--- src/design/mvt_pkg.sv ---
// shared types and constants for the 4x4 matrix-vector transform
package mvt_pkg;

  localparam int DIM = 4;

  typedef enum logic [1:0] {
    REG_ROW0 = 2'd0,
    REG_ROW1 = 2'd1,
    REG_ROW2 = 2'd2,
    REG_ROW3 = 2'd3
  } reg_idx_t;

  // handshake pair carried between neighboring stages
  typedef struct packed {
    logic valid;
    logic ready;
  } flow_t;

endpackage

--- src/design/mvt_cell.sv ---
// one column cell: multiplies its vector component into all four row sums
module mvt_cell #(
  parameter int EW  = 16,
  parameter int COL = 0
) (
  input  logic                              clk,
  input  logic                              rst,
  input  logic                              in_valid,
  output logic                              in_ready,
  input  logic [mvt_pkg::DIM*EW-1:0]        vec_in,
  input  logic [mvt_pkg::DIM*(2*EW+2)-1:0]  acc_in,
  input  logic [mvt_pkg::DIM*EW-1:0]        coef,
  output mvt_pkg::flow_t                    out_flow_valid,
  input  logic                              out_ready,
  output logic [mvt_pkg::DIM*EW-1:0]        vec_out,
  output logic [mvt_pkg::DIM*(2*EW+2)-1:0]  acc_out
);

  localparam int AW = 2 * EW + 2;

  logic                             valid;
  logic signed [EW-1:0]             xv;
  logic signed [2*EW-1:0]           prod [mvt_pkg::DIM];
  logic [mvt_pkg::DIM*AW-1:0]       acc_next;

  assign xv       = vec_in[COL*EW +: EW];
  assign in_ready = !valid || out_ready;

  always_comb begin
    for (int r = 0; r < mvt_pkg::DIM; r++) begin
      prod[r] = (2*EW)'(xv) * (2*EW)'($signed(coef[r*EW +: EW]));
      acc_next[r*AW +: AW] = $signed(acc_in[r*AW +: AW]) + AW'(prod[r]);
    end
  end

  always_ff @(posedge clk) begin
    if (rst) begin
      valid <= 1'b0;
    end else if (in_ready) begin
      valid <= in_valid;
    end
  end

  always_ff @(posedge clk) begin
    if (in_ready && in_valid) begin
      vec_out <= vec_in;
      acc_out <= acc_next;
    end
  end

  assign out_flow_valid.valid = valid;
  assign out_flow_valid.ready = in_ready;

endmodule

--- config.mk ---
export PLATFORM = sky130hd
export DESIGN_NAME = mvt_cell
export DESIGN_NICKNAME = d
export VERILOG_FILES = /design/src/design/mvt_pkg.sv /design/src/design/mvt_cell.sv
export SDC_FILE = /design/constraint.sdc
export NUM_CORES = 2
export LEC_CHECK = 0
export BUFFER_PORTS_ARGS = -buffer_cell sky130_fd_sc_hd__buf_2
export CORE_AREA = 10 10 335 256
export DETAILED_ROUTE_END_ITERATION = 12
export DIE_AREA = 0 0 345 266
export PLACE_DENSITY_LB_ADDON = 0.1
export SYNTH_ARGS = -nofsm -noshare
export SYNTH_HDL_FRONTEND = slang
export SYNTH_SLANG_ARGS = --single-unit
--- constraint.sdc ---
create_clock -name clk -period 17.3 [get_ports clk]
set_input_delay 1.73 -clock clk [delete_from_list [all_inputs] [get_ports clk]]
set_output_delay 1.73 -clock clk [all_outputs]
set_load 0.005 [all_outputs]
Word-level counts from Yosys, hierarchy flattened
Cells that the tools add are included.
Storage, ports and cells
  word-level logic and storage cells: 14
  flip-flop bits (word level): 201
  input port bits: 268
Cells by class
  reduce and logical (&&, ||, !) cells: 3
  $mul: 4
  add/sub/neg operators: 4
Operators with widths (number)
  $add A34 B32 Y34: 4
  $mul A16 B16 Y32: 4
  $logic_and A1 B1 Y1: 1
  $logic_not A1 Y1: 1
  $logic_or A1 B1 Y1: 1

Longest topological paths before layout
  word-level depth: 3
  gate-level depth with buffers: 25

Least setup slack after synthesis
No wires, ideal clock.
  kind: input -> register
  from: input port vec_in[15] in the netlist's numbering
  to: register acc_out[67] in the netlist's numbering (data pin)
  slack: 9.495 ns
  data required time: 17.020 ns
  data arrival time: 7.525 ns
  cell stages on the path: 23
  path through: buf_2 -> clkbuf_1 -> clkbuf_1 -> nand2_1 -> fa_1 -> inv_1 -> fa_1 -> inv_1 -> fa_1 -> inv_1 -> fa_1 -> fa_1 -> inv_1 -> fa_1 -> inv_1 -> ha_1 -> a21oi_1 -> nor2_1 -> o21ai_0 -> nand2b_1 -> and3_1 -> a2111oi_0 -> o211ai_1
On the way
  cells in the longest elaborated chain, start to end: 2
Ends and longest elaborated chain
  from (decl): line mvt_cell.sv:10  | input logic [mvt_pkg::DIM*EW-1:0] vec_in,
  $mul A16 B16 Y32: line mvt_cell.sv:31  | prod[r] = (2*EW)'(xv) * (2*EW)'($signed(coef[r*EW +: EW]));
  $add A34 B32 Y34: line mvt_cell.sv:32  | acc_next[r*AW +: AW] = $signed(acc_in[r*AW +: AW]) + AW'(prod[r]);
  named net acc_next (one bit): line mvt_cell.sv:24  | logic [mvt_pkg::DIM*AW-1:0] acc_next;
  to (signal assigned): line mvt_cell.sv:47  | acc_out <= acc_next;
  to (decl): line mvt_cell.sv:16  | output logic [mvt_pkg::DIM*(2*EW+2)-1:0] acc_out
The timed path passes the listed nets, and every way through them passes these cells.
A chain may end at the register's enable or synchronous reset.

Final worst setup path
  from: input port vec_in[15] in the netlist's numbering
  to: register acc_out[135] in the netlist's numbering (data pin)
The elaborated chain is that of the path after synthesis.

==> results.yml <==
logic_synthesis:
  sequential_to_total_area_share_from_yosys_stat_pct: 11.78
  yosysWarnings: 0
  syn_area_sq_um: 51150
  synth.most_common_cell: "inv_1"
  synth_nets: 7019
  yosys.cell_types.count: 74
  synth_edf_count: 200
  synthesized_flop_and_latch_total: 201
  post-synth-top-area-cell: "fa_1"
  synthTopCellsByCount: "inv_1 (1386), fa_1 (1220), nand2_1 (542), and2_1 (475), ha_1 (408)"
  synthesis.area_per_instance_sq_um: 9.985
  synthCells: 5123
  synth-async-reset-ratio_pct: 0
  ys.flop_type: "edfxtp_1"
  synth_top_cells_by_area: "fa_1 (48%), edfxtp_1 (12%), inv_1 (10%), ha_1 (10%), and2_1 (5.8%)"
  post-synth-top-area-fraction_pct: 47.74
die:
  ios: 471
  initial_utilization_pct: 64.34
  die_width_um: 345
  row_count: 90
  die_h_um: 266
  fp.coreArea_sq_um: 79500
  dieArea_sq_um: 91770
sta:
  fmax_mhz: 123.4
  skew_ps: 33.41
  post-route-min-period_ps: 8106
  final_hold_viol_count: 0
  worst_case_hold_slack_ps: 543.3
  period_share_pct: 46.86
  slew_at_the_pin_closest_to_its_max_slew_limit_ps: 1198
  worst_slew_margin_rel_pct: 19.87
  setup_viols_final: 0
  grt_setup_unrepaired: "no"
  timing.setup.tns_ps: 0
  final-max-slew-violation-count: 0
clock_tree:
  cts_hold_buffers: 0
  cts_repair_resize_count: 0
  tritoncts.num_buffers: 25
  clock-sinks: 201
  total_number_of_h_tree_levels: 1
  worst_setup_hold_path_clk_slew_ps: 60
  cts_max_path_buffers: 3
  cts_tree: "built"
  post_cts.repair.setup_buffers: 0
  clock_latency_on_the_worst_skew_pair_ps: 600
  clk_root_buffer_cell: "clkbuf_16"
global_routing:
  grt_usage_pct: 27.62
  grt_pass1_wl_mm: 203.0
  grt.overflow.total: 0
  initial_antenna_violation_count: 21
  vias_in_the_first_global_route: 38170
  grt_max_degree: 66
run:
  cap_violations: 0
hold_path:
  timing.hold.worst.class: "reg -> reg"
setup_path:
  timing.setup.critical_path_class: "in -> reg"
  crit_fanout: 65
  cp_data_required_time_ps: 17620
  critPathCaptureType: "register"
  critical_path_arrival_ps: 8420
  critPathLaunchType: "primary input"
drt:
  first_iter_violations: 2049
  first_pass_iters: 5
  vias: 34810
  post-route-drc-count: 0
  count_of_nets_left_with_antenna_violations_after_detail_routing: 0
  vias_per_cell: 5.321
  routedWlPerCell_um: 18.85
  route.final.wire_length_mm: 123.3
place:
  instance_area_at_placement_sq_um: 54240
  port_buffers: 470
  place.gp.congestion: 0.8828
  place.detailed.hpwl_mm: 99.85
run_status:
  status: "complete, no violations"
layout:
  fraction_of_layout_cells_with_a_size_suffix_above_1_pct: 10.17
  layout.cell_area.non_filler_sq_um: 55130
  fill_cell_total_of_the_finished_layout: 6297
  final_util_pct: 69.34
  final_net_count: 7344
  area_growth_syn_to_layout_pct: 7.763
[state kept, by name, summed over array words and instances, names as in the netlist]
name	flops
acc_out	136
vec_out	64
valid	1
[critical path, cell delays in order]
cell and delay [ps]:
buf_2 70, buf_4 610, nand2_1 290, inv_1 160, fa_1 530, fa_1 910, fa_1 530, fa_1 500
fa_1 500, inv_1 50, fa_1 470, inv_1 50, ha_1 400, nand3_1 170, nor2_1 150, nand3_1 90
o31a_1 330, a21oi_1 290, o211ai_1 160, nand2b_1 150, a31oi_1 110, xnor2_1 130
[placed cells by master (no fill, tap or decap), types with 46 or more instances in the layout]
cell / Yosys / layout
nor2_1: 109 / 109
o21ai_0: 46 / 46
nand2_1: 542 / 542
xnor2_1: 117 / 117
a21o_1: 54 / 54
ha_1: 408 / 408
edfxtp_1: 200 / 200
and2_1: 475 / 474
a21oi_1: 92 / 92
buf_2: 1 / 470
fa_1: 1220 / 1220
inv_1: 1386 / 1386
[worst paths after layout]
kind | from | to | slack (ps) | cells past startpoint
setup / recovery | vec_in[15] | acc_out[135] | 9190 | 22
hold / removal | valid | valid | 540 | 2
setup reg to reg | valid | acc_out[132] | 14570 | 4
hold reg to reg | valid | valid | 540 | 2
[stage by stage]
| step | worst slack [ps] | std cells |
|---|---|---|
| 2_1_floorplan | 9495 | 5123 |
| 3_3_place_gp | 8787 | 6479 |
| 3_5_place_dp | 8673 | 6479 |
| 4_1_cts | 9283 | 6525 |
| 5_1_grt | 8840 | 6536 |
| 6_report | 9194 | 6541 |
[logic make-up (layout without fill, tap and decap cells)]
logic type / Yosys count / after routing / share of synthesized area (%)
mux: 2 / 2 / 0.03914
xor+xnor: 149 / 149 / 2.551
flops: 201 / 201 / 11.78
fa+ha+maj: 1628 / 1628 / 57.72
simple gates: 1255 / 1255 / 12.16
other cells: 0 / 16 / 0
compound gates: 311 / 311 / 4.139
buf+inv: 1577 / 1921 / 11.61
[layout make-up]
type                            instances  area, sq um  area share, %
Antenna cell                           16        40.04        0.07263
Inverter                             1386         5202          9.438
Clock inverter                         10        170.2         0.3087
Multi-Input combinational cell       3345        39190          71.09
Sequential cell                       201         6026          10.93
Timing Repair Buffer                  489         2495          4.526
Tap cell                             1058         1324          2.401
Clock buffer                           36        676.9          1.228
[layer usage]
layer	vias up	share of wire [%]	global-route usage (%)	routed length [um]
li1	15670	-	-	-
met1	17760	43	38.78	52480
met2	1219	46	43.59	57310
met3	146	9.0	6.927	11120
met4	16	1.9	5.680	2298
met5	-	0.079	0	98
Power is not shown: default switching activity piles up to over one toggle a cycle in this logic, so the estimate is an artifact.
