**config.mk**
```make
export PLATFORM = sky130hd
export DESIGN_NAME = mvt_sat
export DESIGN_NICKNAME = d
export VERILOG_FILES = /design/src/design/mvt_pkg.sv /design/src/design/mvt_sat.sv
export SDC_FILE = /design/constraint.sdc
export NUM_CORES = 1
export LEC_CHECK = 0
export BUFFER_PORTS_ARGS = -buffer_cell sky130_fd_sc_hd__buf_2
export CORE_UTILIZATION = 43
export DETAILED_ROUTE_END_ITERATION = 10
export PLACE_DENSITY = 0.95
export SYNTH_ARGS = -nofsm -noshare
export SYNTH_HDL_FRONTEND = slang
export SYNTH_SLANG_ARGS = --single-unit
```
**constraint.sdc**
```tcl
create_clock -name clk -period 8.1 [get_ports clk]
set_clock_uncertainty 0.15 [all_clocks]
set_input_delay 1.62 -clock clk [delete_from_list [all_inputs] [get_ports clk]]
set_output_delay 1.62 -clock clk [all_outputs]
set_load 0.02 [all_outputs]
```
**src/design/mvt_pkg.sv**
```systemverilog
// shared types and constants for the 4x4 matrix-vector transform
package mvt_pkg;

  localparam int DIM = 4;

  typedef enum logic [1:0] {
    REG_ROW0 = 2'd0,
    REG_ROW1 = 2'd1,
    REG_ROW2 = 2'd2,
    REG_ROW3 = 2'd3
  } reg_idx_t;

  // handshake pair carried between neighboring stages
  typedef struct packed {
    logic valid;
    logic ready;
  } flow_t;

endpackage

```
**src/design/mvt_sat.sv**
```systemverilog
// output stage: scales the row sums back to the element format and clips them
module mvt_sat #(
  parameter int EW = 16,
  parameter int FB = 8
) (
  input  logic                              clk,
  input  logic                              rst,
  input  logic                              in_valid,
  output logic                              in_ready,
  input  logic [mvt_pkg::DIM*(2*EW+2)-1:0]  acc_in,
  output logic                              out_valid,
  input  logic                              out_ready,
  output logic [mvt_pkg::DIM*EW-1:0]        out_data,
  output logic                              out_sat
);

  localparam int AW = 2 * EW + 2;
  localparam logic signed [AW-1:0] HI = {{(AW-EW+1){1'b0}}, {(EW-1){1'b1}}};
  localparam logic signed [AW-1:0] LO = ~HI;

  logic signed [AW-1:0]        scaled [mvt_pkg::DIM];
  logic [mvt_pkg::DIM*EW-1:0]  data_next;
  logic                        sat_next;

  assign in_ready = !out_valid || out_ready;

  always_comb begin
    sat_next = 1'b0;
    for (int r = 0; r < mvt_pkg::DIM; r++) begin
      // arithmetic shift rounds toward minus infinity
      scaled[r] = $signed(acc_in[r*AW +: AW]) >>> FB;
      if (scaled[r] > HI) begin
        data_next[r*EW +: EW] = HI[EW-1:0];
        sat_next = 1'b1;
      end else if (scaled[r] < LO) begin
        data_next[r*EW +: EW] = LO[EW-1:0];
        sat_next = 1'b1;
      end else begin
        data_next[r*EW +: EW] = scaled[r][EW-1:0];
      end
    end
  end

  always_ff @(posedge clk) begin
    if (rst) begin
      out_valid <= 1'b0;
    end else if (in_ready) begin
      out_valid <= in_valid;
    end
  end

  always_ff @(posedge clk) begin
    if (in_ready && in_valid) begin
      out_data <= data_next;
      out_sat  <= sat_next;
    end
  end

endmodule

```
; Word level (Yosys, flattened, before mapping)
; Index checks and enable logic that the tools add are counted.
[word_totals]
input_bits = 140
word_cells = 23
reg_bits = 66
[op_classes]
mux = 5
reduce_logical = 4
magnitude_cmp = 8
[ops]
columns = cell, count
row1 = $gt 26x16->1 const B, 4
row2 = $lt 26x16->1 const B, 4
row3 = $mux 16, 4
row4 = $reduce_or 7->1, 1
row5 = $logic_and 1x1->1, 1
row6 = $logic_not 1->1, 1
row7 = $logic_or 1x1->1, 1
row8 = $mux 1, 1

; Depth between registers and ports, before layout
; Gate-level depths: netlist of the first run.
[logic_depth]
ltp_word = 3
mapped_depth = 5
ltp_nobuf = 4

; Least setup slack after synthesis of the first run
; No wires, ideal clock.
[synth_timing]
path_kind = input to register
startpoint = input port out_ready
endpoint = register out_data[0] (netlist bit) (enable)
t_arrival_ns = 3.450
setup_slack_ns = 4.071
setup_time_ns = 0.430
path_buffers = 0
cell_stages = 2
required_time_ns = 7.520
path_cell_list = nand2b_1 > and2_1
[synth_via]
elab_chain_cells = 2
[synth_lines]
columns = item, line_no
row1 = from (decl), mvt_sat.sv:12  ; input logic out_ready,
row2 = $logic_or 1x1->1, mvt_sat.sv:25  ; assign in_ready = !out_valid || out_ready;
row3 = $logic_and 1x1->1, mvt_sat.sv:53  ; if (in_ready && in_valid) begin
row4 = to (signal assigned), mvt_sat.sv:54  ; out_data <= data_next;
row5 = to (decl), mvt_sat.sv:13  ; output logic [mvt_pkg::DIM*EW-1:0] out_data,
; No other way between the ends.
; A chain may end at the register's enable or synchronous reset.

; Final worst setup path of the first run
[layout_timing]
startpoint = input port out_ready
endpoint = output port in_ready
[layout_via]
elab_chain_cells = 1
[layout_lines]
columns = item, line_no
row1 = $logic_or 1x1->1, mvt_sat.sv:25
row2 = to (decl), mvt_sat.sv:9  ; output logic in_ready,
; No other way between the ends.

==> load_flow_metrics.sql, run 1 <==
INSERT INTO impl_metrics (metric_group, metric, value, unit) VALUES
('clocking', 'cts_hold_buffers', '0', ''),
('finish', 'syn2layout_area_growth', '40.5', '%'),
('clocking', 'cts_sinks', '66', ''),
('sta', 'slew-limit-headroom', '32.4', '%'),
('yosys', 'yosysUniqueCellTypes', '19', ''),
('setup_path', 'worstPathRequired', '6.33', 'ns'),
('floorplan', 'die_span_in_x', '82.2', 'um'),
('power_and_ir_drop', 'leakage', '1.69', 'nW'),
('clocking', 'max-clock-path-buffers', '2', ''),
('grt', 'global_routing_usage_on_met2', '32.6', '%'),
('sta', 'layout_min_cycle_time', '3.80', 'ns'),
('clocking', 'post_cts_resize_count', '0', ''),
('detailed_routing', 'drc_errors', '0', ''),
('worst_hold_path', 'whs_endpoint', 'out_valid', ''),
('sta', 'final_max_slew_viol_count', '0', ''),
('yosys', 'synth.top_cells.by_count', '65 x edfxtp_1, 45 x o21a_1, 15 x a21o_1', ''),
('sta', 'timing.final.crit_share', '47.0', '%'),
('detailed_routing', 'drt-vias-per-instance', '5.06', ''),
('grt', 'grt.busiest_layer', 'met2', ''),
('sta', 'max_freq', '263', 'MHz'),
('power_and_ir_drop', 'fin_total_pwr', '0.790', 'mW'),
('yosys', 'synth_fp_nets', '323', ''),
('job', 'max-cap-violations', '0', ''),
('detailed_routing', 'antenna_left', '0', ''),
('setup_path', 'worstReg2RegStart', 'out_valid', ''),
('detailed_routing', 'vias', '2213', ''),
('setup_path', 'cp_max_fo', '3', ''),
('finish', 'area_of_the_multi_input_gates', '743', 'um2'),
('detailed_routing', 'drt_pass1_iterations', '4', ''),
('grt', 'grt_first_pass_wirelength', '9.31', 'mm'),
('clocking', 'clock_latency', '0.32', 'ns'),
('clocking', 'clock-root-buffer', 'clkbuf_8', ''),
('yosys', 'post_synth_arst_share', '0', '%'),
('worst_hold_path', 'min_path_type', 'reg -> reg', ''),
('finish', 'layout-drive-gt1-share', '53.9', '%'),
('setup_path', 'reg2regPathDepth', '3', ''),
('power_and_ir_drop', 'pwr-share-comb', '14.5', '%'),
('finish', 'design.final.nets', '497', ''),
('finish', 'final_area', '3880', 'um2'),
('grt', 'globalRoute.totalOverflow', '0', ''),
('sta', 'timing.setup.tns', '0', 'ns'),
('clocking', 'number_of_buffers_created_by_cts', '9', ''),
('worst_hold_path', 'timing.hold.worst_path_depth', '2', ''),
('finish', 'final-seq-area', '1970', 'um2'),
('grt', 'largest_net_degree_at_the_start_of_global_routing', '42', ''),
('placed_design', 'dpl_cell_area', '3690', 'um2'),
('clocking', 'clock_transition_at_the_registers_of_the_reported_paths', '0.07', 'ns'),
('placed_design', 'finalWeightedCongestion', '0.796', ''),
('grt', 'grt_pass1_vias', '2059', ''),
('yosys', 'synthFlopType', 'edfxtp_1', ''),
('grt', 'grtUsageTotal', '18.9', '%'),
('setup_path', 'critPathKind', 'in -> out', ''),
('yosys', 'synth_top_area_share', '70.6', '%'),
('sta', 'report.final.hold_viol_count', '0', ''),
('power_and_ir_drop', 'power_density_of_the_placed_cells', '203', 'nW/um2'),
('power_and_ir_drop', 'sequential_share_of_power', '51.6', '%'),
('finish', 'postLayoutCoreUtil', '64.1', '%'),
('yosys', 'ys_warn_count', '0', ''),
('outcome', 'outcome', 'completed', ''),
('floorplan', 'start_util', '45.6', '%'),
('detailed_routing', 'wl_per_cell', '14.6', 'um'),
('clocking', 'post-cts-setup-buffer-count', '0', ''),
('power_and_ir_drop', 'total_switching_power', '0.200', 'mW'),
('floorplan', 'die-area', '6760', 'um2'),
('finish', 'nFillCells', '479', ''),
('yosys', 'ys_top_cells_by_area', 'edfxtp_1 71%, o21a_1 12%, a21o_1 4.1%', ''),
('yosys', 'register_bit_count_reported_by_yosys', '66', ''),
('finish', 'antennaDiodeCount', '0', ''),
('yosys', 'avg_synthesized_cell_area', '15.1', 'um2'),
('placed_design', 'io_buffers', '174', ''),
('clocking', 'cts-htree-levels', '3', '');
-- registers in the layout, summed over array words and instances (netlist names) --
signal and count:
out_valid 1, out_sat 1, out_data 64
-- through the flow --
| step | std cells | worst slack (ns) |
|---|---|---|
| after floorplan | 183 | 4.07 |
| after global placement | 421 | 4.31 |
| after detailed placement | 421 | 4.30 |
| after CTS | 437 | 4.30 |
| after global routing | 437 | 4.26 |
| final | 437 | 4.30 |
-- critical path, cell delays in order --
cell,delay [ns]
buf_2,0.09
nand2b_1,0.15
buf_2,0.17
-- placed cells by master, fill, tap and decap left out --
cell,n
buf_2,174
edfxtp_1,65
o21a_1,45
a21o_1,15
clkbuf_8,9
or4_1,8
nand4_1,8
nand2b_1,5
nor2_1,4
nand2_1,4
nor3_1,4
mux2i_1,4
clkinv_2,3
nor4_1,2
nor4_2,2
clkinv_4,2
and2_2,1
or4_4,1
inv_1,1
a21oi_1,1
clkinvlp_4,1
bufinv_16,1
dfxtp_1,1
buf_4,1
-- routing by layer --
metal  up-vias  share of wire (%)
li1       1069                  -
met1      1027                 39
met2       106                 52
met3        11                6.9
met4         0                1.7
met5         -                  0
-- cell type report --
class / instances / area share, %
sequential: 66 / 50.8
timing repair buffer: 175 / 22.6
multi-input combinational: 104 / 19.1
clock buffer: 9 / 3.19
tap: 75 / 2.42
clock inverter: 7 / 1.80
inverter: 1 / 0.0966
-- power by group through the flow --
| stage | clock [mW] | sequential [mW] | combinational, mW |
|---|---|---|---|
| after floorplan | 0 | 0.445 | 0.0317 |
| after global placement | 0 | 0.414 | 0.112 |
| after detailed placement | 0 | 0.415 | 0.115 |
| after CTS | 0.273 | 0.408 | 0.115 |
| after global routing | 0.290 | 0.410 | 0.124 |
| final | 0.268 | 0.407 | 0.114 |
-- cell families (layout without fill, tap and decap cells) --
family,after synthesis,count (layout),synth area share [%]
DFF,66,66,71.3
muxes,4,4,1.45
and+or+nand+nor,39,39,8.91
AOI/OAI and AO/OA,61,61,16.5
buffers and inverters,13,192,1.86
-- worst max-delay path by stage --
stage,to,start,slack (ns)
global placement,in_ready,out_ready,4.31
floorplan,out_data[0],out_ready,4.07
detailed placement,in_ready,out_ready,4.30
CTS,in_ready,out_ready,4.30
global route,in_ready,out_ready,4.26
finish,in_ready,out_ready,4.30
Note: power is estimated with default switching activity, not from simulation.
==> inputs of run 2 (changes only) <==
--- a/config.mk
+++ b/config.mk
@@ -5,10 +5,11 @@
 export SDC_FILE = /design/constraint.sdc
 export NUM_CORES = 1
 export LEC_CHECK = 0
+export ABC_AREA = 1
 export BUFFER_PORTS_ARGS = -buffer_cell sky130_fd_sc_hd__buf_2
-export CORE_UTILIZATION = 43
+export CORE_UTILIZATION = 37
 export DETAILED_ROUTE_END_ITERATION = 10
-export PLACE_DENSITY = 0.95
+export PLACE_DENSITY = 0.87
 export SYNTH_ARGS = -nofsm -noshare
 export SYNTH_HDL_FRONTEND = slang
 export SYNTH_SLANG_ARGS = --single-unit
==> constraint.sdc (replaced) <==
create_clock -name clk -period 3.15 [get_ports clk]
set_clock_uncertainty 0.15 [all_clocks]
set_input_delay 0.63 -clock clk [delete_from_list [all_inputs] [get_ports clk]]
set_output_delay 0.63 -clock clk [all_outputs]
set_load 0.02 [all_outputs]
==> load_flow_metrics.sql, run 2 <==
INSERT INTO impl_metrics (metric_group, metric, value, unit) VALUES
('detailed_routing', 'antenna_left', '0', ''),
('grt', 'grt_first_pass_wirelength', '11.8', 'mm'),
('detailed_routing', 'first_iter_violations', '108', ''),
('finish', 'nFillCells', '676', ''),
('setup_path', 'r2r_setup_slack', '1.77', 'ns'),
('clocking', 'post-cts-setup-buffer-count', '0', ''),
('setup_path', 'cp.arrival', '1.05', 'ns'),
('floorplan', 'boundaryPins', '207', ''),
('floorplan', 'die_span_in_x', '90.1', 'um'),
('sta', 'timing.setup.tns', '0', 'ns'),
('finish', 'biggestRegsByFlops', 'out_data (64), out_sat (1), out_valid (1)', ''),
('power_and_ir_drop', 'pwr-share-comb', '13.8', '%'),
('yosys', 'count_of_flip_flops_with_a_built_in_enable_after_synthesis', '65', ''),
('power_and_ir_drop', 'power_density_of_the_placed_cells', '543', 'nW/um2'),
('setup_path', 'max_stage_delay', '0.16', 'ns'),
('sta', 'layout_min_cycle_time', '1.83', 'ns'),
('grt', 'grtUsageTotal', '18.7', '%'),
('sta', 'timing.final.crit_share', '58.2', '%'),
('yosys', 'yosys.area.top_type', 'edfxtp_1', ''),
('yosys', 'register_bit_count_reported_by_yosys', '66', ''),
('power_and_ir_drop', 'total_switching_power', '0.531', 'mW'),
('job', 'max-cap-violations', '0', ''),
('power_and_ir_drop', 'leakage', '1.89', 'nW'),
('clocking', 'max-clock-path-buffers', '2', ''),
('detailed_routing', 'drc_errors', '0', ''),
('floorplan', 'chipHeight', '90.1', 'um'),
('setup_path', 'start_kind', 'primary input', ''),
('yosys', 'yosysUniqueCellTypes', '16', ''),
('detailed_routing', 'final_wirelength', '7.21', 'mm'),
('power_and_ir_drop', 'p_int', '1.67', 'mW'),
('clocking', 'number_of_buffers_created_by_cts', '9', ''),
('detailed_routing', 'drt_pass1_iterations', '5', ''),
('sta', 'report.final.hold_viol_count', '0', ''),
('sta', 'max_freq', '545', 'MHz'),
('power_and_ir_drop', 'power.switching_fraction', '24.1', '%'),
('sta', 'worst_hold_slack', '0.291', 'ns'),
('finish', 'final-seq-area', '1970', 'um2'),
('finish', 'design.final.nets', '591', ''),
('yosys', 'synthCells', '277', ''),
('setup_path', 'cp_max_fo', '2', ''),
('finish', 'layout.cells.most_common', 'buf_2', ''),
('finish', 'area_of_the_multi_input_gates', '818', 'um2'),
('clocking', 'cts_sinks', '66', ''),
('clocking', 'clock_transition_at_the_registers_of_the_reported_paths', '0.08', 'ns'),
('yosys', 'ys_top_cells_by_area', 'edfxtp_1 68%, nand2_1 20%, nor2_1 3.7%', ''),
('yosys', 'synth.top_cells.by_count', '150 x nand2_1, 65 x edfxtp_1, 28 x nor2_1', ''),
('floorplan', 'die-area', '8110', 'um2'),
('finish', 'layout.cells.most_common_list', '174 x buf_2, 150 x nand2_1, 65 x edfxtp_1, 28 x nor2_1, 9 x clkbuf_8', ''),
('setup_path', 'critical_path_top_delay_cell', 'buf_2', ''),
('setup_path', 'worstPathRequired', '2.37', 'ns'),
('yosys', 'synthFlopType', 'edfxtp_1', ''),
('grt', 'largest_net_degree_at_the_start_of_global_routing', '66', ''),
('placed_design', 'finalWeightedCongestion', '0.837', ''),
('power_and_ir_drop', 'power.clock.fraction', '38.9', '%'),
('setup_path', 'crit_chain', 'buf_2, inv_1, nand2_1, buf_2', ''),
('sta', 'setup-violations-final', '0', ''),
('sta', 'slew-limit-headroom', '55.0', '%'),
('yosys', 'post_synth_arst_share', '0', '%'),
('clocking', 'clock-root-buffer', 'clkbuf_8', ''),
('yosys', 'yosysMostFrequentCell', 'nand2_1', ''),
('power_and_ir_drop', 'sequential_share_of_power', '47.4', '%'),
('detailed_routing', 'drt-vias-per-instance', '4.59', ''),
('setup_path', 'crit_path_frequent_cell', 'buf_2', ''),
('floorplan', 'std_cell_rows', '31', ''),
('yosys', 'synth_sequential_area_ratio', '68.7', '%'),
('yosys', 'avg_synthesized_cell_area', '10.4', 'um2'),
('finish', 'postLayoutCoreUtil', '55.1', '%'),
('clocking', 'post_cts_resize_count', '0', ''),
('clocking', 'clock_latency', '0.34', 'ns'),
('yosys', 'ys_warn_count', '0', ''),
('worst_hold_path', 'min_path_type', 'in -> reg', ''),
('finish', 'most_flops_register', 'out_data', ''),
('sta', 'final_max_slew_viol_count', '0', ''),
('yosys', 'synth_fp_nets', '417', ''),
('setup_path', 'critical_path.endpoint_type', 'primary output', ''),
('yosys', 'synthesis.area', '2870', 'um2'),
('detailed_routing', 'wl_per_cell', '13.0', 'um'),
('sta', 'worstMarginPinSlew', '0.675', 'ns'),
('finish', 'largest_reg_flops', '64', ''),
('finish', 'antennaDiodeCount', '0', ''),
('clocking', 'cts_tree', 'built', ''),
('floorplan', 'placeable_core_area', '7370', 'um2'),
('grt', 'antenna_found_initial', '0', ''),
('grt', 'grt_pass1_vias', '2615', ''),
('finish', 'layout-drive-gt1-share', '43.6', '%'),
('placed_design', 'detailedPlacementHpwl', '5.29', 'mm'),
('detailed_routing', 'vias', '2545', ''),
('power_and_ir_drop', 'vdd_drop_max', '181', 'uV'),
('clocking', 'cts-htree-levels', '3', ''),
('clocking', 'cts_hold_buffers', '0', ''),
('floorplan', 'start_util', '38.9', '%'),
('yosys', 'synth_top_area_share', '68.0', '%'),
('grt', 'globalRoute.totalOverflow', '0', ''),
('sta', 'rsz_0062_raised_after_global_routing', 'no', ''),
('placed_design', 'io_buffers', '174', ''),
('setup_path', 'critPathKind', 'in -> out', ''),
('finish', 'syn2layout_area_growth', '41.5', '%'),
('outcome', 'outcome', 'completed', '');
## run 2: cell count changes in the layout (fill, tap and decap cells not counted), sizes merged, moves of 7 or more
| cell | previous run | this run |
|---|---|---|
| a21o | 15 | 0 |
| nand4 | 8 | 1 |
| nand2 | 4 | 152 |
| o21a | 45 | 0 |
| nor2 | 4 | 29 |
| or4 | 9 | 0 |
## run 2: logic make-up (layout without fill, tap and decap cells)
logic type | after synthesis | after routing | share of synthesized area [%]
simple gates | 189 | 189 | 25.6
flops | 66 | 66 | 68.7
buf+inv | 15 | 194 | 3.14
compound gates | 7 | 7 | 2.49
## run 2: routing by layer
layer / GRT usage, % / vias to the layer above / share of wire, %
li1: - / 1251 / -
met5: 0 / - / 0
met3: 5.25 / 21 / 5.9
met2: 34.6 / 114 / 55
met1: 19.1 / 1159 / 36
met4: 9.54 / 0 / 2.8
## run 2: area by class of cell
type                       instances  share of cell area (%)
sequential                        66                    48.6
clock inverter                     6                    2.84
inverter                           3                   0.277
multi-input combinational        196                    20.2
timing repair buffer             175                    21.9
tap                               99                    3.05
clock buffer                      10                    3.14
## run 2: worst paths after layout
check        depth (start not counted)          end       from
max                                  4     in_ready  out_ready
min                                  2    out_valid        rst
max reg2reg                          2  out_data[0]  out_valid
min reg2reg                          2    out_valid  out_valid
## run 2: stage by stage
step / total power, mW / instances / worst slack [ns] / instance area [um2]
after global routing: 2.29 / 555 / 1.14 / 4060
after floorplan: 1.23 / 277 / 0.779 / 2880
after global placement: 1.35 / 539 / 0.985 / 3820
after detailed placement: 1.37 / 539 / 0.949 / 3820
after CTS: 2.23 / 555 / 1.32 / 4060
final: 2.20 / 555 / 1.32 / 4060
## run 2: critical path, delay by kind of cell
kind	cells	cell delay, ns
buffers and inverters	3	0.34
AND/OR/NAND/NOR	1	0.07
## run 2: power by group through the flow
| stage | clock (mW) | sequential (mW) | combinational (mW) |
|---|---|---|---|
| after detailed placement | 0 | 1.06 | 0.304 |
| after global routing | 0.907 | 1.05 | 0.334 |
| final | 0.857 | 1.04 | 0.303 |
| after floorplan | 0 | 1.13 | 0.0965 |
| after CTS | 0.877 | 1.04 | 0.305 |
| after global placement | 0 | 1.06 | 0.294 |
==> inputs of run 3 (changes only) <==
==> constraint.sdc (replaced) <==
create_clock -name clk -period 1.63 [get_ports clk]
set_clock_uncertainty 0.15 [all_clocks]
set_input_delay 0.326 -clock clk [delete_from_list [all_inputs] [get_ports clk]]
set_output_delay 0.326 -clock clk [all_outputs]
set_load 0.02 [all_outputs]
==> load_flow_metrics.sql, run 3 (synthesis gave the netlist of run 2 again) <==
INSERT INTO impl_metrics (metric_group, metric, value, unit) VALUES
('outcome', 'outcome', 'completed', ''),
('sta', 'worstMarginPinSlew', '0.198', 'ns'),
('detailed_routing', 'first_iter_violations', '90', ''),
('power_and_ir_drop', 'total_switching_power', '1.03', 'mW'),
('power_and_ir_drop', 'power_density_of_the_placed_cells', '1030', 'nW/um2'),
('placed_design', 'detailedPlacementHpwl', '5.37', 'mm'),
('finish', 'layout.cells.most_common_list', '174 x buf_2, 150 x nand2_1, 65 x edfxtp_1, 28 x nor2_1, 9 x clkbuf_8', ''),
('finish', 'largest_reg_flops', '64', ''),
('grt', 'grtUsageTotal', '17.3', '%'),
('sta', 'slew-limit-headroom', '86.8', '%'),
('clocking', 'clock_latency', '0.33', 'ns'),
('finish', 'biggestRegsByFlops', 'out_data (64), out_sat (1), out_valid (1)', ''),
('power_and_ir_drop', 'power.clock.fraction', '38.8', '%'),
('clocking', 'clock_transition_at_the_registers_of_the_reported_paths', '0.08', 'ns'),
('finish', 'postLayoutCoreUtil', '56.3', '%'),
('grt', 'globalRoute.totalOverflow', '0', ''),
('clocking', 'cts-htree-levels', '3', ''),
('clocking', 'clock-root-buffer', 'clkbuf_8', ''),
('grt', 'grt_pass1_vias', '2578', ''),
('finish', 'design.final.nets', '601', ''),
('clocking', 'number_of_buffers_created_by_cts', '9', ''),
('power_and_ir_drop', 'vdd_drop_max', '585', 'uV'),
('floorplan', 'die-area', '8110', 'um2'),
('power_and_ir_drop', 'power.switching_fraction', '24.1', '%'),
('detailed_routing', 'drt_pass1_iterations', '6', ''),
('setup_path', 'critical_path_top_delay_cell', 'dfxtp_4', ''),
('setup_path', 'cp.arrival', '0.94', 'ns'),
('setup_path', 'cp_max_fo', '3', ''),
('clocking', 'post-cts-setup-buffer-count', '0', ''),
('sta', 'rsz_0062_raised_after_global_routing', 'no', ''),
('setup_path', 'r2r_setup_slack', '0.35', 'ns'),
('setup_path', 'worstPathRequired', '1.15', 'ns'),
('floorplan', 'start_util', '38.9', '%'),
('detailed_routing', 'final_wirelength', '6.99', 'mm'),
('floorplan', 'die_span_in_x', '90.1', 'um'),
('detailed_routing', 'wl_per_cell', '12.4', 'um'),
('floorplan', 'placeable_core_area', '7370', 'um2'),
('sta', 'final_max_slew_viol_count', '0', ''),
('grt', 'grt_first_pass_wirelength', '11.1', 'mm'),
('finish', 'final_cells', '565', ''),
('detailed_routing', 'drt-vias-per-instance', '4.50', ''),
('sta', 'timing.setup.tns', '0', 'ns'),
('floorplan', 'std_cell_rows', '31', ''),
('sta', 'setup-violations-final', '0', ''),
('floorplan', 'chipHeight', '90.1', 'um'),
('placed_design', 'dpl.cell_count', '548', ''),
('clocking', 'cts_tree', 'built', ''),
('placed_design', 'finalWeightedCongestion', '0.837', ''),
('grt', 'largest_net_degree_at_the_start_of_global_routing', '38', ''),
('worst_hold_path', 'min_path_type', 'in -> reg', ''),
('detailed_routing', 'antenna_left', '0', ''),
('finish', 'final-seq-area', '1980', 'um2'),
('power_and_ir_drop', 'sequential_share_of_power', '47.0', '%'),
('job', 'max-cap-violations', '0', ''),
('clocking', 'max-clock-path-buffers', '2', ''),
('setup_path', 'cp-startpoint', 'out_valid', ''),
('finish', 'antennaDiodeCount', '0', ''),
('finish', 'layout.cells.most_common', 'buf_2', ''),
('finish', 'nFillCells', '642', ''),
('setup_path', 'reg2regPathDepth', '2', ''),
('sta', 'final_critical_path_setup_slack', '0.216', 'ns'),
('setup_path', 'critical_path.endpoint_type', 'primary output', ''),
('placed_design', 'io_buffers', '174', ''),
('finish', 'most_flops_register', 'out_data', ''),
('finish', 'syn2layout_area_growth', '44.7', '%'),
('power_and_ir_drop', 'pwr-share-comb', '14.2', '%'),
('clocking', 'cts_hold_buffers', '1', ''),
('floorplan', 'boundaryPins', '207', ''),
('detailed_routing', 'vias', '2543', ''),
('sta', 'report.final.hold_viol_count', '0', ''),
('clocking', 'post_cts_resize_count', '0', ''),
('sta', 'layout_min_cycle_time', '1.41', 'ns'),
('grt', 'antenna_found_initial', '0', ''),
('clocking', 'cts_sinks', '66', ''),
('finish', 'area_of_the_multi_input_gates', '818', 'um2'),
('setup_path', 'max_stage_delay', '0.36', 'ns'),
('setup_path', 'critPathKind', 'reg -> out', ''),
('sta', 'timing.final.crit_share', '86.8', '%'),
('setup_path', 'timing.rr.end', 'out_data[34]', ''),
('power_and_ir_drop', 'p_int', '3.25', 'mW'),
('setup_path', 'start_kind', 'register', ''),
('sta', 'max_freq', '707', 'MHz'),
('power_and_ir_drop', 'leakage', '1.94', 'nW'),
('setup_path', 'worstReg2RegStart', 'out_valid', ''),
('setup_path', 'setup.worst_path.end', 'in_ready', ''),
('finish', 'layout-drive-gt1-share', '45.1', '%'),
('sta', 'worst_hold_slack', '0.0457', 'ns'),
('setup_path', 'crit_chain', 'nand2_1, buf_2', ''),
('detailed_routing', 'drc_errors', '0', ''),
('placed_design', 'place_ws', '0.114', 'ns');
[run 3: changes by cell type in the layout (fill, tap and decap cells not counted)]
cell	delta
inv_2	+1
buf_12	+1
dfxtp_1	-1
inv_1	-1
dlygate4sd3_1	+1
buf_4	+8
dfxtp_4	+1
[run 3: worst min path at each step]
stage | from | to | depth (start not counted)
after floorplan | rst | out_valid | 1
after global placement | rst | out_valid | 2
after detailed placement | rst | out_valid | 2
after CTS | acc_in[67] | out_data[31] | 1
after global routing | acc_in[67] | out_data[31] | 1
final | acc_in[67] | out_data[31] | 1
[run 3: cell type report]
cell class | instances | share of cell area (%)
flip-flops and latches | 66 | 47.6
repair buffers | 185 | 23.6
multi-input cells | 196 | 19.7
clock buffers | 10 | 3.07
well taps | 99 | 2.98
clock inverters | 6 | 2.77
inverters | 3 | 0.271
[run 3: power by group through the flow]
stage | registers, mW | logic [mW] | clock network (mW)
floorplan | 2.19 | 0.187 | 0
global placement | 2.05 | 0.588 | 0
detailed placement | 2.05 | 0.608 | 0
CTS | 2.01 | 0.612 | 1.68
global route | 2.02 | 0.668 | 1.75
finish | 2.01 | 0.607 | 1.66
[run 3: critical path: cells and delay by family, from the launching register on]
kind	cells	cell delay, ns
buf+inv	1	0.16
flops	1	0.36
simple gates	1	0.08
[run 3: metrics by stage]
step,instance area (um2),total power [mW]
after floorplan,2880,2.37
after global placement,3900,2.64
after detailed placement,3900,2.66
final,4150,4.28
after CTS,4150,4.31
after global routing,4150,4.44
[run 3: metal layers]
layer  wire length, um  vias up  GRT usage [%]
li1                  -     1270              -
met1              2500     1137           17.4
met2              3910      118           32.9
met3               402       18           3.89
met4               177        0           9.27
met5                 0        -              0
